<file path="config.mk">
export PLATFORM = sky130hd
export DESIGN_NAME = fixed_block_free_list_allocator_top
export DESIGN_NICKNAME = d
export VERILOG_FILES = /design/src/rtl/core/fbfa_pkg.sv /design/src/rtl/core/fixed_block_free_list_allocator_top.sv /design/src/rtl/core/fbfa_ctrl.sv /design/src/rtl/core/fbfa_dp.sv
export SDC_FILE = /design/constraint.sdc
export NUM_CORES = 2
export LEC_CHECK = 0
export BUFFER_PORTS_ARGS = -buffer_cell sky130_fd_sc_hd__buf_2
export CORE_MARGIN = 4
export CORE_UTILIZATION = 25
export DETAILED_ROUTE_END_ITERATION = 8
export GPL_TIMING_DRIVEN = 0
export PLACE_DENSITY_LB_ADDON = 0.08
export SYNTH_ARGS = -nofsm -noshare
export SYNTH_HDL_FRONTEND = slang
export SYNTH_SLANG_ARGS = --single-unit
</file>
<file path="constraint.sdc">
create_clock -name clk_i -period 13.9 [get_ports clk_i]
set_input_delay 1.39 -clock clk_i [delete_from_list [all_inputs] [get_ports clk_i]]
set_output_delay 1.39 -clock clk_i [all_outputs]
set_load 0.02 [all_outputs]
</file>
<file path="src/rtl/core/fbfa_pkg.sv">
// Shared types and codes for the fixed block free list allocator.
package fbfa_pkg;

  // Field widths
  localparam int unsigned FUNC_W   = 2;
  localparam int unsigned SIZE_W   = 16;
  localparam int unsigned HANDLE_W = 8;
  localparam int unsigned STATUS_W = 3;
  localparam int unsigned COUNT_W  = 32;

  // Block size after reset
  localparam logic [SIZE_W-1:0] BLOCK_WORDS_RST = 16'd1024;

  // Request operations
  localparam logic [FUNC_W-1:0] FUNC_ALLOC = 2'd0;
  localparam logic [FUNC_W-1:0] FUNC_FREE  = 2'd1;
  localparam logic [FUNC_W-1:0] FUNC_CLEAR = 2'd2;

  // Result status codes
  localparam logic [STATUS_W-1:0] ST_REUSED    = 3'd0;
  localparam logic [STATUS_W-1:0] ST_NEW       = 3'd1;
  localparam logic [STATUS_W-1:0] ST_TOO_LARGE = 3'd2;
  localparam logic [STATUS_W-1:0] ST_EXHAUSTED = 3'd3;
  localparam logic [STATUS_W-1:0] ST_FREED     = 3'd4;
  localparam logic [STATUS_W-1:0] ST_IGNORED   = 3'd5;
  localparam logic [STATUS_W-1:0] ST_CLEARED   = 3'd6;

  // Commands from the sequencer to the datapath
  typedef struct packed {
    logic capture;  // latch the incoming transaction
    logic execute;  // run the stack access and counter updates
    logic publish;  // load the result into the output register
  } cmd_t;

endpackage

</file>
<file path="src/rtl/core/fixed_block_free_list_allocator_top.sv">
// Top level of the fixed block free list allocator.
// Fixed-size block pool allocator: allocate pops the most recently freed handle
// from a last-in-first-out free stack (no size check), otherwise issues the next
// never-used handle if the request fits block_words; deallocate pushes a present
// handle; clear empties the stack and restarts handle issue but keeps the five
// saturating statistics counters reported with every result. Each transaction
// runs in three steps (capture, execute, publish) as the free stack lives in
// a single-port memory whose read data is registered before it reaches the
// output; one transaction is worked on at a time, and the next is accepted
// while the previous result still waits in the output register. A result that
// is stalled holds the block in its publish step. The stack memory needs no
// clearing after reset.
module fixed_block_free_list_allocator_top #(
  parameter int unsigned MAX_BLOCKS = 256
) (
  input  logic                             clk_i,
  input  logic                             rst_ni,
  input  logic                             cfg_we_i,
  input  logic [fbfa_pkg::SIZE_W-1:0]      cfg_wdata_i,
  input  logic                             in_valid_i,
  output logic                             in_stall_o,
  input  logic [fbfa_pkg::FUNC_W-1:0]      func_i,
  input  logic [fbfa_pkg::SIZE_W-1:0]      req_size_i,
  input  logic [fbfa_pkg::HANDLE_W-1:0]    free_handle_i,
  input  logic                             handle_present_i,
  output logic                             out_valid_o,
  input  logic                             out_stall_i,
  output logic [fbfa_pkg::STATUS_W-1:0]    status_o,
  output logic [fbfa_pkg::HANDLE_W-1:0]    out_handle_o,
  output logic [fbfa_pkg::COUNT_W-1:0]     alloc_count_o,
  output logic [fbfa_pkg::COUNT_W-1:0]     dealloc_count_o,
  output logic [fbfa_pkg::COUNT_W-1:0]     made_count_o,
  output logic [fbfa_pkg::COUNT_W-1:0]     freed_count_o,
  output logic [fbfa_pkg::COUNT_W-1:0]     reuse_count_o
);
  import fbfa_pkg::*;

  cmd_t cmd;

  // Sequencer
  fbfa_ctrl u_ctrl (
    .clk_i       (clk_i),
    .rst_ni      (rst_ni),
    .in_valid_i  (in_valid_i),
    .in_stall_o  (in_stall_o),
    .out_valid_o (out_valid_o),
    .out_stall_i (out_stall_i),
    .cmd_o       (cmd)
  );

  // Stack, counters and result register
  fbfa_dp #(
    .MAX_BLOCKS (MAX_BLOCKS)
  ) u_dp (
    .clk_i            (clk_i),
    .rst_ni           (rst_ni),
    .cmd_i            (cmd),
    .cfg_we_i         (cfg_we_i),
    .cfg_wdata_i      (cfg_wdata_i),
    .func_i           (func_i),
    .req_size_i       (req_size_i),
    .free_handle_i    (free_handle_i),
    .handle_present_i (handle_present_i),
    .status_o         (status_o),
    .out_handle_o     (out_handle_o),
    .alloc_count_o    (alloc_count_o),
    .dealloc_count_o  (dealloc_count_o),
    .made_count_o     (made_count_o),
    .freed_count_o    (freed_count_o),
    .reuse_count_o    (reuse_count_o)
  );

endmodule

</file>
<file path="src/rtl/core/fbfa_ctrl.sv">
// Sequencer for the allocator: accept, execute, publish.
module fbfa_ctrl (
  input  logic           clk_i,
  input  logic           rst_ni,
  input  logic           in_valid_i,
  output logic           in_stall_o,
  output logic           out_valid_o,
  input  logic           out_stall_i,
  output fbfa_pkg::cmd_t cmd_o
);
  import fbfa_pkg::*;

  typedef enum logic [1:0] {
    ST_IDLE,
    ST_EXEC,
    ST_WB
  } state_e;

  state_e state_q, state_d;
  logic   out_valid_q, out_valid_d;
  logic   out_free;

  // Output register can take a result when empty or draining this cycle
  assign out_free = !out_valid_q || !out_stall_i;

  // Derive commands from the current step
  always_comb begin
    cmd_o.capture = (state_q == ST_IDLE) && in_valid_i;
    cmd_o.execute = (state_q == ST_EXEC);
    cmd_o.publish = (state_q == ST_WB) && out_free;
  end

  // Next state and output valid
  always_comb begin
    state_d     = state_q;
    out_valid_d = out_valid_q && out_stall_i;
    case (state_q)
      ST_IDLE: begin
        if (in_valid_i) begin
          state_d = ST_EXEC;
        end
      end
      ST_EXEC: begin
        state_d = ST_WB;
      end
      ST_WB: begin
        if (out_free) begin
          out_valid_d = 1'b1;
          state_d     = ST_IDLE;
        end
      end
      default: begin
        state_d = ST_IDLE;
      end
    endcase
  end

  // Hold state and the registered valid
  always_ff @(posedge clk_i or negedge rst_ni) begin
    if (!rst_ni) begin
      state_q     <= ST_IDLE;
      out_valid_q <= 1'b0;
    end else begin
      state_q     <= state_d;
      out_valid_q <= out_valid_d;
    end
  end

  assign in_stall_o  = (state_q != ST_IDLE);
  assign out_valid_o = out_valid_q;

`ifndef SYNTH
  // One transaction at a time: an accept is never followed by another at once
  a_no_back_to_back: assert property (@(posedge clk_i) disable iff (!rst_ni)
    (in_valid_i && !in_stall_o) |=> in_stall_o)
    else $error("fbfa_ctrl: input accepted on consecutive cycles");

  // Execute always hands over to publish
  a_exec_to_wb: assert property (@(posedge clk_i) disable iff (!rst_ni)
    (state_q == ST_EXEC) |=> (state_q == ST_WB))
    else $error("fbfa_ctrl: execute step not followed by publish");

  // A new result only appears after a publish step
  a_valid_from_wb: assert property (@(posedge clk_i) disable iff (!rst_ni)
    $rose(out_valid_q) |-> $past(cmd_o.publish))
    else $error("fbfa_ctrl: output valid raised without publish");
`endif

endmodule

</file>
<file path="src/rtl/core/fbfa_dp.sv">
// Datapath for the allocator: free stack memory, pointers, counters, result register.
module fbfa_dp #(
  parameter int unsigned MAX_BLOCKS = 256
) (
  input  logic                             clk_i,
  input  logic                             rst_ni,
  input  fbfa_pkg::cmd_t                   cmd_i,
  input  logic                             cfg_we_i,
  input  logic [fbfa_pkg::SIZE_W-1:0]      cfg_wdata_i,
  input  logic [fbfa_pkg::FUNC_W-1:0]      func_i,
  input  logic [fbfa_pkg::SIZE_W-1:0]      req_size_i,
  input  logic [fbfa_pkg::HANDLE_W-1:0]    free_handle_i,
  input  logic                             handle_present_i,
  output logic [fbfa_pkg::STATUS_W-1:0]    status_o,
  output logic [fbfa_pkg::HANDLE_W-1:0]    out_handle_o,
  output logic [fbfa_pkg::COUNT_W-1:0]     alloc_count_o,
  output logic [fbfa_pkg::COUNT_W-1:0]     dealloc_count_o,
  output logic [fbfa_pkg::COUNT_W-1:0]     made_count_o,
  output logic [fbfa_pkg::COUNT_W-1:0]     freed_count_o,
  output logic [fbfa_pkg::COUNT_W-1:0]     reuse_count_o
);
  import fbfa_pkg::*;

  localparam int unsigned CNT_W = $clog2(MAX_BLOCKS + 1);
  localparam int unsigned ADDR_W = $clog2(MAX_BLOCKS);
  localparam logic [CNT_W-1:0] MAX_CNT = CNT_W'(MAX_BLOCKS);

  function automatic logic [COUNT_W-1:0] sat_inc(input logic [COUNT_W-1:0] v);
    sat_inc = (&v) ? v : v + COUNT_W'(1);
  endfunction

  // Free stack storage
  logic [HANDLE_W-1:0] stack_mem [MAX_BLOCKS];
  logic [HANDLE_W-1:0] rd_data_q;
  logic                mem_we, mem_re;
  logic [ADDR_W-1:0]   mem_waddr, mem_raddr;

  // Captured transaction
  logic [FUNC_W-1:0]   func_q;
  logic [SIZE_W-1:0]   req_q;
  logic [HANDLE_W-1:0] fh_q;
  logic                pres_q;

  // Configuration
  logic [SIZE_W-1:0]   block_words_q;

  // Pool state and statistics
  logic [CNT_W-1:0]    fill_q, fill_d;
  logic [CNT_W-1:0]    next_q, next_d;
  logic [CNT_W-1:0]    fill_dec;
  logic [COUNT_W-1:0]  allocs_q, allocs_d;
  logic [COUNT_W-1:0]  deallocs_q, deallocs_d;
  logic [COUNT_W-1:0]  made_q, made_d;
  logic [COUNT_W-1:0]  freed_q, freed_d;
  logic [COUNT_W-1:0]  reused_q, reused_d;

  // Pending result between execute and publish
  logic [STATUS_W-1:0] res_status_q, res_status_d;
  logic [HANDLE_W-1:0] res_handle_q, res_handle_d;
  logic                res_pop_q, res_pop_d;

  // Capture the accepted transaction
  always_ff @(posedge clk_i) begin
    if (cmd_i.capture) begin
      func_q <= func_i;
      req_q  <= req_size_i;
      fh_q   <= free_handle_i;
      pres_q <= handle_present_i;
    end
  end

  // Hold the block size register
  always_ff @(posedge clk_i or negedge rst_ni) begin
    if (!rst_ni) begin
      block_words_q <= BLOCK_WORDS_RST;
    end else if (cfg_we_i) begin
      block_words_q <= cfg_wdata_i;
    end
  end

  assign fill_dec = fill_q - CNT_W'(1);

  // Decide the operation outcome and next pool state
  always_comb begin
    fill_d       = fill_q;
    next_d       = next_q;
    allocs_d     = allocs_q;
    deallocs_d   = deallocs_q;
    made_d       = made_q;
    freed_d      = freed_q;
    reused_d     = reused_q;
    res_status_d = ST_IGNORED;
    res_handle_d = '0;
    res_pop_d    = 1'b0;
    mem_we       = 1'b0;
    mem_re       = 1'b0;
    mem_waddr    = fill_q[ADDR_W-1:0];
    mem_raddr    = fill_dec[ADDR_W-1:0];
    case (func_q)
      FUNC_ALLOC: begin
        allocs_d = sat_inc(allocs_q);
        if (fill_q != '0) begin
          // Pop the most recent freed handle, size is not checked
          fill_d       = fill_dec;
          mem_re       = 1'b1;
          res_pop_d    = 1'b1;
          reused_d     = sat_inc(reused_q);
          res_status_d = ST_REUSED;
        end else if (req_q > block_words_q) begin
          res_status_d = ST_TOO_LARGE;
        end else if (next_q >= MAX_CNT) begin
          res_status_d = ST_EXHAUSTED;
        end else begin
          res_handle_d = HANDLE_W'(next_q);
          next_d       = next_q + CNT_W'(1);
          made_d       = sat_inc(made_q);
          res_status_d = ST_NEW;
        end
      end
      FUNC_FREE: begin
        // Push a present handle if the stack has room
        if (pres_q && (fill_q < MAX_CNT)) begin
          mem_we       = 1'b1;
          fill_d       = fill_q + CNT_W'(1);
          deallocs_d   = sat_inc(deallocs_q);
          freed_d      = sat_inc(freed_q);
          res_status_d = ST_FREED;
        end
      end
      FUNC_CLEAR: begin
        fill_d       = '0;
        next_d       = '0;
        res_status_d = ST_CLEARED;
      end
      default: begin
        res_status_d = ST_IGNORED;
      end
    endcase
  end

  // Stack memory with registered read
  always_ff @(posedge clk_i) begin
    if (cmd_i.execute && mem_we) begin
      stack_mem[mem_waddr] <= fh_q;
    end
    if (cmd_i.execute && mem_re) begin
      rd_data_q <= stack_mem[mem_raddr];
    end
  end

  // Advance pool state and counters
  always_ff @(posedge clk_i or negedge rst_ni) begin
    if (!rst_ni) begin
      fill_q     <= '0;
      next_q     <= '0;
      allocs_q   <= '0;
      deallocs_q <= '0;
      made_q     <= '0;
      freed_q    <= '0;
      reused_q   <= '0;
    end else if (cmd_i.execute) begin
      fill_q     <= fill_d;
      next_q     <= next_d;
      allocs_q   <= allocs_d;
      deallocs_q <= deallocs_d;
      made_q     <= made_d;
      freed_q    <= freed_d;
      reused_q   <= reused_d;
    end
  end

  // Hold the pending result
  always_ff @(posedge clk_i) begin
    if (cmd_i.execute) begin
      res_status_q <= res_status_d;
      res_handle_q <= res_handle_d;
      res_pop_q    <= res_pop_d;
    end
  end

  // Load the output register
  always_ff @(posedge clk_i) begin
    if (cmd_i.publish) begin
      status_o        <= res_status_q;
      out_handle_o    <= res_pop_q ? rd_data_q : res_handle_q;
      alloc_count_o   <= allocs_q;
      dealloc_count_o <= deallocs_q;
      made_count_o    <= made_q;
      freed_count_o   <= freed_q;
      reuse_count_o   <= reused_q;
    end
  end

`ifndef SYNTH
  // Stack fill never passes the pool size
  a_fill_bound: assert property (@(posedge clk_i) disable iff (!rst_ni)
    fill_q <= MAX_CNT)
    else $error("fbfa_dp: stack fill above pool size");

  // Handle issue never passes the pool size
  a_next_bound: assert property (@(posedge clk_i) disable iff (!rst_ni)
    next_q <= MAX_CNT)
    else $error("fbfa_dp: new handle counter above pool size");

  // A pop only ever happens from a non-empty stack and shrinks it by one
  a_pop_shrinks: assert property (@(posedge clk_i) disable iff (!rst_ni)
    (cmd_i.execute && mem_re) |=> (fill_q == $past(fill_dec)) && res_pop_q)
    else $error("fbfa_dp: pop did not shrink the stack");
`endif

endmodule
</file>
==> impl_metrics.env <==
export IMPL_io_pins=221
export IMPL_ys_flop_type="edfxtp_1"
export IMPL_power_total_mw=24.5
export IMPL_ys_seq_elements=2463
export IMPL_vdd_drop_max_mv=0.0990
export IMPL_die_area_sq_um=391000
export IMPL_r2r_cells=15
export IMPL_hold_viol=0
export IMPL_yosys_area_top_type_share=0.715
export IMPL_layout_min_cycle_time_ps=7420
export IMPL_cp_arrival_ps=7880
export IMPL_cts_htree_levels=5
export IMPL_syn_inst=4456
export IMPL_drv_cap=0
export IMPL_holdBufCountCts=0
export IMPL_final_cell_area_sq_um=115000
export IMPL_port_buffers=220
export IMPL_core_sq_um=379000
export IMPL_place_congestion=0.762
export IMPL_worst_clock_skew_ps=57.6
export IMPL_cp_max_fo=10
export IMPL_fmax_ghz=0.135
export IMPL_antenna_found_initial=28
export IMPL_cp_startpoint="u_dp.fill_q[0]"
export IMPL_finalSetupViolations=0
export IMPL_r2r_start="u_dp.fill_q[0]"
export IMPL_grt_max_degree=101
export IMPL_crit_path_end_kind="register"
export IMPL_crit_chain="buf_2, buf_6, buf_4, buf_2, inv_1, ha_1, buf_2, clkbuf_1, clkbuf_1, mux4_2, mux4_2, a22oi_1, nand2_1, a22oi_1, o221ai_1"
export IMPL_layout_drive_gt1_share=0.281
export IMPL_yosys_top_cells_area="edfxtp_1 72%, mux4_2 15%, dfrtp_1 5.2%"
export IMPL_hold_path_class="register to register"
export IMPL_yosysSeqAreaShare=0.767
export IMPL_hold_slack_ps=425
export IMPL_min_period_over_period=0.534
export IMPL_post_cts_setup_buffer_count=0
export IMPL_start_util=0.251
export IMPL_instances_no_fill=10300
export IMPL_num_vias=46600
export IMPL_grt_pass1_vias=48200
export IMPL_crit_top_cell="buf_2"
export IMPL_grt_overflow_total=0
export IMPL_avgSynthCellArea_sq_um=21.4
export IMPL_synth_edf_count=2266
export IMPL_fin_tns_setup_ps=0
export IMPL_die_w_um=625
export IMPL_gr_usage_all_layers=0.151
export IMPL_drt_wl_total_mm=299
export IMPL_place_inst=9820
export IMPL_cts_resized=0
export IMPL_nets=5178
export IMPL_post_place_ws_ps=6480
export IMPL_wl_per_cell_um=28.9
export IMPL_firstDrtPassIters=5
export IMPL_cts_sinks=2463
export IMPL_synth_top_area_cell="edfxtp_1"
export IMPL_critPathKind="register to register"
export IMPL_area_growth_syn_to_layout_pct=20.6
export IMPL_synth_nets=4538
export IMPL_ctsRootBufferMaster="clkbuf_16"
export IMPL_slew_headroom=0.0896
export IMPL_status="finished clean"
export IMPL_synth_cell_types=70
export IMPL_crit_path_max_incr_delay_ps=790
export IMPL_report_final_slew_viol_count=0
export IMPL_numCtsBuffers=290
export IMPL_rows=226
export IMPL_rsz0062_at_grt="false"
export IMPL_detail_route_antenna_nets=0
export IMPL_placed_cell_area_sq_um=106000
export IMPL_final_util=0.303
export IMPL_power_density_nw_per_um2=214
export IMPL_finalWorstSetupSlack_ps=6480
export IMPL_via_per_inst=4.50
export IMPL_cts_tree="yes"
export IMPL_cp_required_ps=14360
export IMPL_min_from="u_dp.res_status_q[1]"
export IMPL_first_iter_violations=3653
export IMPL_min_path_cells=0
export IMPL_ys_warn_count=0
export IMPL_worst_slew_pin_slew_ps=1370
export IMPL_cp_start_kind="register"
export IMPL_power_leakage_nw=36.9
export IMPL_clk_pin_slew_ps=60
export IMPL_die_y_um=625
export IMPL_netlist_area_sq_um=95100
export IMPL_insertion_delay_ps=880
export IMPL_drc=0
export IMPL_slowest_stage="a22oi_1"
export IMPL_hpwl_mm=211
export IMPL_clock_path_buffers=4
export IMPL_grt_pass1_wl_mm=412
export IMPL_async_reset_ff_frac=0.0800
layout by cell type, fill, tap and decap left out, types with 18 or more instances in the layout:
master     Yosys  routed
a22oi_1       43      43
clkinv_1       0      63
buf_16         0     100
clkbuf_1     132     190
dfrtp_1      196     196
clkbuf_16      0     301
inv_1         38      38
buf_12         0      18
nand4_1       47      47
and3_1        34      34
nand2_1      133     133
xnor2_1      111     111
nor3_1        18      18
a21oi_1       22      21
edfxtp_1    2266    2266
mux4_2       640     640
buf_1         20      18
xor2_1        54      54
nand3_1       74      74
o21ai_0       33      33
ha_1          34      34
clkbuf_2       0      19
clkinv_2       0      38
nor2_1       310     309
buf_2         45     266
worst paths after layout:
kind	to	slack, ps
max in group asynchronous	u_dp.block_words_q[11]	12300
min in group asynchronous	u_dp.freed_q[15]	580
worst min-delay path	u_dp.status_o[1]	420
worst min register to register	u_dp.status_o[1]	420
worst max-delay path	u_dp.rd_data_q[2]	6480
worst max register to register	u_dp.rd_data_q[2]	6480
cells in the mapped netlist, drive strengths merged, types with 23 or more instances:
master,count
nor2,310
mux4,640
nand3,74
ha,34
edfxtp,2266
dfrtp,196
nand4,49
xnor2,111
a21oi,23
buf,87
o21ai,35
xor2,54
nand2,134
clkbuf,132
a22oi,43
and3,40
inv,39
critical path, delay by kind of cell (launching register included):
family                   cells  cell delay [ps]
flip-flops                   1              380
buffers and inverters        8             3060
AO/OA/AOI/OAI                3             2120
adder cells (fa/ha/maj)      1              310
multiplexers                 2              930
AND/OR/NAND/NOR              1              130
cells by family after synthesis:
| kind of cell | after synthesis | share of synthesized area |
|---|---|---|
| flip-flops | 2463 | 0.767 |
| AND/OR/NAND/NOR | 701 | 0.0345 |
| multiplexers | 654 | 0.153 |
| buffers and inverters | 258 | 0.0120 |
| AO/OA/AOI/OAI | 181 | 0.0138 |
| XOR/XNOR | 165 | 0.0152 |
| adder cells (fa/ha/maj) | 34 | 0.00447 |
final cells by class:
cell class	instances	area, sq um
diodes	9	22.5
plain buffers	219	1020
clock buffers	387	7950
clock inverters	130	975
fillers	36700	264000
inverters	39	146
multi-input cells	1735	21000
flip-flops and latches	2463	73000
well taps	5016	6280
repair buffers	348	4370
power breakdown:
part / switching, mW / internal, mW / total, mW
Combinational: 5.43 / 3.27 / 8.70
Sequential: 0.106 / 8.44 / 8.54
Clock: 3.06 / 4.22 / 7.28
sequential cells by signal, summed over array words and instances (netlist names), 9 cells and up:
name / count
u_dp.stack_mem: 2048
u_dp.alloc_count_o: 32
u_dp.allocs_q: 32
u_dp.dealloc_count_o: 32
u_dp.deallocs_q: 32
u_dp.freed_count_o: 32
u_dp.freed_q: 32
u_dp.made_count_o: 32
u_dp.made_q: 32
u_dp.reuse_count_o: 32
u_dp.reused_q: 32
u_dp.block_words_q: 16
u_dp.req_q: 16
u_dp.fill_q: 9
u_dp.next_q: 9
routing by layer:
metal	part of all wire	vias to the layer above	wire, um	GRT usage
met5	0.00015	-	46	0
met4	0.021	6	6180	0.0316
met3	0.051	331	15200	0.0253
met2	0.48	1173	142000	0.245
met1	0.45	25300	135000	0.212
li1	-	19700	-	-
No activity file was read; power rests on OpenSTA's default activity.
